**config.mk**
```make
export PLATFORM = sky130hd
export DESIGN_NAME = tds_ctrl
export DESIGN_NICKNAME = d
export VERILOG_FILES = /design/src/design/tds_pkg.sv /design/src/design/tds_ctrl.sv
export SDC_FILE = /design/constraint.sdc
export NUM_CORES = 1
export LEC_CHECK = 0
export BUFFER_PORTS_ARGS = -buffer_cell sky130_fd_sc_hd__buf_2
export CORE_MARGIN = 1
export CORE_UTILIZATION = 50
export DETAILED_ROUTE_END_ITERATION = 10
export HOLD_SLACK_MARGIN = 0.03
export PLACE_DENSITY = 0.79
export SETUP_SLACK_MARGIN = 0.2
export SLEW_MARGIN = 20
export SYNTH_ARGS = -nofsm -noshare
export SYNTH_HDL_FRONTEND = slang
export SYNTH_SLANG_ARGS = --single-unit
export TNS_END_PERCENT = 100
```
**constraint.sdc**
```tcl
create_clock -name clk_i -period 2.7 [get_ports clk_i]
set_clock_uncertainty 0.1 [all_clocks]
set_input_delay 0.675 -clock clk_i [delete_from_list [all_inputs] [get_ports clk_i]]
set_output_delay 0.675 -clock clk_i [all_outputs]
set_load 0.03 [all_outputs]
```
**src/design/tds_pkg.sv**
```systemverilog
// Shared types, constants and a helper function of the tridiagonal system solver.
package tds_pkg;

  localparam int unsigned DATA_W = 32;
  localparam int unsigned ROW_W  = 6;
  localparam int unsigned STAT_W = 2;

  // Status codes carried on each result beat.
  localparam logic [STAT_W-1:0] ST_OK         = 2'd0;
  localparam logic [STAT_W-1:0] ST_ZERO_PIVOT = 2'd1;
  localparam logic [STAT_W-1:0] ST_TOO_MANY   = 2'd2;

  // Operand pair for the shared multiplier.
  typedef enum logic [1:0] {
    MS_C_PREV = 2'd0,
    MS_G_PREV = 2'd1,
    MS_C_X    = 2'd2
  } mul_sel_e;

  // Commands from the controller to the datapath.
  typedef struct packed {
    logic     accept;
    logic     rd_fwd;
    logic     rd_bs;
    logic     div_fwd;
    logic     div_bs;
    logic     m_load;
    logic     mul_en;
    mul_sel_e mul_sel;
    logic     p_load;
    logic     wr;
    logic     bs_init;
    logic     r_dec;
    logic     out_load;
    logic     end_run;
  } tds_cmd_t;

  // Status from the datapath to the controller.
  typedef struct packed {
    logic full;
    logic first;
    logic prev_zero;
    logic last;
    logic err_nz;
    logic row_zero;
    logic div_rdy;
    logic out_free;
  } tds_stat_t;

  // Saturating v - t, with t already scaled back to the fraction grid.
  function automatic logic signed [DATA_W-1:0] sub_sat(logic signed [DATA_W-1:0] v,
                                                       logic signed [63:0] t);
    logic signed [64:0] diff;
    diff = {{33{v[DATA_W-1]}}, v} - {t[63], t};
    if (!diff[64] && (diff[63:31] != '0)) begin
      return 32'sh7fff_ffff;
    end else if (diff[64] && (diff[63:31] != '1)) begin
      return 32'sh8000_0000;
    end
    return diff[31:0];
  endfunction

endpackage

```
**src/design/tds_ctrl.sv**
```systemverilog
// Controller state machine sequencing elimination and back substitution.
module tds_ctrl import tds_pkg::*; (
  input  logic      clk_i,
  input  logic      rst_ni,
  input  logic      in_valid_i,
  output logic      in_stall_o,
  input  tds_stat_t stat_i,
  output tds_cmd_t  cmd_o
);

  typedef enum logic [11:0] {
    S_IDLE  = 12'b0000_0000_0001,
    S_FRD   = 12'b0000_0000_0010,
    S_FCHK  = 12'b0000_0000_0100,
    S_FDIV  = 12'b0000_0000_1000,
    S_MULP  = 12'b0000_0001_0000,
    S_MULG  = 12'b0000_0010_0000,
    S_WRITE = 12'b0000_0100_0000,
    S_FIN   = 12'b0000_1000_0000,
    S_BRD   = 12'b0001_0000_0000,
    S_BMUL  = 12'b0010_0000_0000,
    S_BDIV  = 12'b0100_0000_0000,
    S_EMIT  = 12'b1000_0000_0000
  } state_e;

  state_e state_q, state_d;

  always_ff @(posedge clk_i or negedge rst_ni) begin
    if (!rst_ni) begin
      state_q <= S_IDLE;
    end else begin
      state_q <= state_d;
    end
  end

  assign in_stall_o = (state_q != S_IDLE);

  // Next state and the command of each step.
  always_comb begin
    state_d = state_q;
    cmd_o   = '0;
    unique case (state_q)
      S_IDLE: begin
        if (in_valid_i) begin
          cmd_o.accept = 1'b1;
          if (stat_i.full) begin
            state_d = S_FIN;
          end else if (stat_i.first) begin
            state_d = S_MULP;
          end else begin
            state_d = S_FRD;
          end
        end
      end
      S_FRD: begin
        cmd_o.rd_fwd = 1'b1;
        state_d      = S_FCHK;
      end
      S_FCHK: begin
        if (stat_i.prev_zero) begin
          state_d = S_MULP;
        end else begin
          cmd_o.div_fwd = 1'b1;
          state_d       = S_FDIV;
        end
      end
      S_FDIV: begin
        if (stat_i.div_rdy) begin
          cmd_o.m_load = 1'b1;
          state_d      = S_MULP;
        end
      end
      S_MULP: begin
        cmd_o.mul_en  = 1'b1;
        cmd_o.mul_sel = MS_C_PREV;
        state_d       = S_MULG;
      end
      S_MULG: begin
        cmd_o.p_load  = 1'b1;
        cmd_o.mul_en  = 1'b1;
        cmd_o.mul_sel = MS_G_PREV;
        state_d       = S_WRITE;
      end
      S_WRITE: begin
        cmd_o.wr = 1'b1;
        state_d  = S_FIN;
      end
      S_FIN: begin
        if (!stat_i.last) begin
          state_d = S_IDLE;
        end else if (stat_i.err_nz) begin
          state_d = S_EMIT;
        end else begin
          cmd_o.bs_init = 1'b1;
          state_d       = S_BRD;
        end
      end
      S_BRD: begin
        cmd_o.rd_bs = 1'b1;
        state_d     = S_BMUL;
      end
      S_BMUL: begin
        cmd_o.mul_en  = 1'b1;
        cmd_o.mul_sel = MS_C_X;
        state_d       = S_BDIV;
      end
      S_BDIV: begin
        cmd_o.div_bs = 1'b1;
        state_d      = S_EMIT;
      end
      S_EMIT: begin
        if (stat_i.out_free && (stat_i.err_nz || stat_i.div_rdy)) begin
          cmd_o.out_load = 1'b1;
          if (stat_i.err_nz || stat_i.row_zero) begin
            cmd_o.end_run = 1'b1;
            state_d       = S_IDLE;
          end else begin
            cmd_o.r_dec = 1'b1;
            state_d     = S_BRD;
          end
        end
      end
      default: state_d = S_IDLE;
    endcase
  end

endmodule

```
==> impl_metrics.env <==
export IMPL_n_antenna_cell=0
export IMPL_place_hpwl_mm=1.87
export IMPL_power_leakage_nw=0.701
export IMPL_postSynthNetCount=118
export IMPL_die_area_mm2=0.00197
export IMPL_antenna_found_initial=0
export IMPL_min_path_type="input port to async pin"
export IMPL_setup_tns_ns=-0.376
export IMPL_synth_seq_area_share=0.335
export IMPL_r2r_slack_ns=0.39
export IMPL_drcViolationCount=0
export IMPL_gp_congestion=0.933
export IMPL_cts_root_buf="clkbuf_4"
export IMPL_grt_pass1_vias=1024
export IMPL_finalMaxSlewViolations=0
export IMPL_clk_pin_slew_worst_paths_ns=0.08
export IMPL_start_util=0.564
export IMPL_fin_nets=171
export IMPL_area_growth_pct=66.1
export IMPL_grt_total_usage=0.352
export IMPL_die_y_um=44.4
export IMPL_cp_slowest_cell="or4_4"
export IMPL_synth_top_area_frac=0.306
export IMPL_grt_overflow=0
export IMPL_reg2regPathDepth=6
export IMPL_ios=27
export IMPL_dr_pass1_iters=7
export IMPL_max_slew_margin=0.602
export IMPL_largest_reg_flops=12
export IMPL_clk_insertion_delay_late_ns=0.29
export IMPL_grt_pass1_wl_mm=4.89
export IMPL_cts_made_buffers=3
export IMPL_worst_slew_pin_slew_ns=0.582
export IMPL_crit_fanout=3
export IMPL_layout_common_cells="buf_4, buf_2, buf_6"
export IMPL_ir_drop_mv=0.898
export IMPL_violations="setup timing"
export IMPL_postSynthCellCount=107
export IMPL_syn_mean_instance_area_um2=8.41
export IMPL_rows=14
export IMPL_hold_ws_ns=0.157
export IMPL_finalCriticalPeriod_ns=2.85
export IMPL_drtAntennaViolNets=0
export IMPL_cts_tree="built"
export IMPL_htreeDepth=1
export IMPL_num_fill_cells=49
export IMPL_regMostFlops="state_q"
export IMPL_yosysTopAreaCell="dfrtp_1"
export IMPL_reg_top3="state_q (12)"
export IMPL_drt_first_iter_violations=125
export IMPL_design_core_area_mm2=0.00159
export IMPL_synthArstFlopShare=1.00
export IMPL_layout_commonest_cell="buf_4"
export IMPL_yosysUniqueCellTypes=36
export IMPL_vias_per_cell=6.63
export IMPL_critPathRequiredTime_ns=1.92
export IMPL_yosys_top_cells_area="dfrtp_1, nor3b_1, nor2b_1, nor2_1, nor4_2"
export IMPL_fmax_mhz=351
export IMPL_finalSetupViolCount=6
export IMPL_wl_mm=3.99
export IMPL_routedWlPerCell_um=21.8
export IMPL_synth_flop_cell="dfrtp_1"
export IMPL_rsz0062_at_grt="yes"
export IMPL_grt_max_degree=13
export IMPL_status="finished, violations left"
export IMPL_r2r_start="state_q[6]"
export IMPL_cts_buffer_depth=2
export IMPL_fin_crit_sh=1.06
export IMPL_port_buffers=26
export IMPL_synth_seq_cells=12
export IMPL_ctsHoldBuffers=0
export IMPL_powerDensity_mw_per_mm2=946
export IMPL_synth_edf_count=0
export IMPL_clkSinkCount=12
export IMPL_max_stage_delay_ns=0.57
export IMPL_num_vias=1214
export IMPL_critPathCaptureType="output port"
export IMPL_max_cap_violations=0
export IMPL_worstReg2RegEnd="state_q[0]"
export IMPL_critical_path_cell_chain="or4_4 > nor4_4 > nand3_2 > nor2_2 > buf_6"
export IMPL_die_x_um=44.4
export IMPL_path_class="flip-flop to output port"
export IMPL_synth_warnings=0
export IMPL_startpoint_type="flip-flop"
export IMPL_syn_cell_area_um2=900
export IMPL_drive_gt1_frac=0.566
export IMPL_final_setup_worst_slack_ns=-0.153
export IMPL_hold_violations=0
export IMPL_cp_data_arrival_time_ns=2.08
==> through the flow <==
step	util	total power, mW	area [um2]	setup WS, ns	std cells
finish	0.937	1.41	1490	-0.153	183
global route	0.937	1.47	1490	-0.170	183
CTS	0.851	1.17	1360	-0.0400	176
detailed placement	0.685	0.831	1090	0.134	160
global placement	0.685	0.815	1090	0.192	160
floorplan	-	0.685	915	0.0944	107
==> cell families after synthesis <==
logic type / count (synthesis) / synth area share
xor+xnor: 2 / 0.0195
flops: 12 / 0.335
compound gates: 21 / 0.154
buf+inv: 9 / 0.0640
simple gates: 63 / 0.427
==> critical path, delay by kind of cell (launching register included) <==
family / cells / cell delay [ns]
buffers and inverters: 1 / 0.15
AND/OR/NAND/NOR: 4 / 1.20
flip-flops: 1 / 0.43
==> power by group <==
part           internal (mW)  switching, mW
clock network         0.0822         0.0699
logic                  0.461          0.533
registers              0.215         0.0521
==> layout make-up <==
cell class / count / area (um2) / share of cell area
Multi-Input combinational cell: 86 / 698 / 0.467
Timing Repair Buffer: 53 / 410 / 0.275
Sequential cell: 12 / 304 / 0.204
Tap cell: 24 / 30.0 / 0.0201
Clock buffer: 4 / 36.3 / 0.0243
Inverter: 4 / 15.0 / 0.0101
==> per-layer routing <==
metal	wire length (um)	global-route usage	up-vias
met3	416	0.0490	47
li1	-	-	490
met2	1850	0.591	118
met4	318	0.170	0
met5	0	0	-
met1	1400	0.442	559
==> cell usage after synthesis (2+ instances only) <==
cell type,number
nand4_1,2
nor4_2,3
inv_1,3
nor2_1,13
o22ai_1,2
dfrtp_1,11
nand3_1,6
nor2b_1,8
o21ai_0,7
nand2b_1,2
buf_6,3
xor2_1,2
nor3b_1,7
a21oi_1,4
and2_1,2
nor3_1,6
nand2_1,7
==> how the worst max path moves through the flow <==
stage | cells past startpoint | startpoint | end | slack [ns]
2_1_floorplan | 4 | state_q[9] | cmd_o[5] | 0.09
3_3_place_gp | 5 | state_q[3] | cmd_o[3] | 0.19
3_5_place_dp | 5 | state_q[5] | cmd_o[2] | 0.13
4_1_cts | 5 | state_q[1] | cmd_o[3] | -0.04
5_1_grt | 5 | state_q[2] | cmd_o[3] | -0.17
6_report | 5 | state_q[2] | cmd_o[3] | -0.15
==> repair_timing <==
action,4_1_cts,5_1_grt
buffers inserted,12,7
gates resized for setup,37,20
setup endpoints to repair,16,16
cloned,0,0
pin swaps,11,11
(Power assumes the default switching activity.)
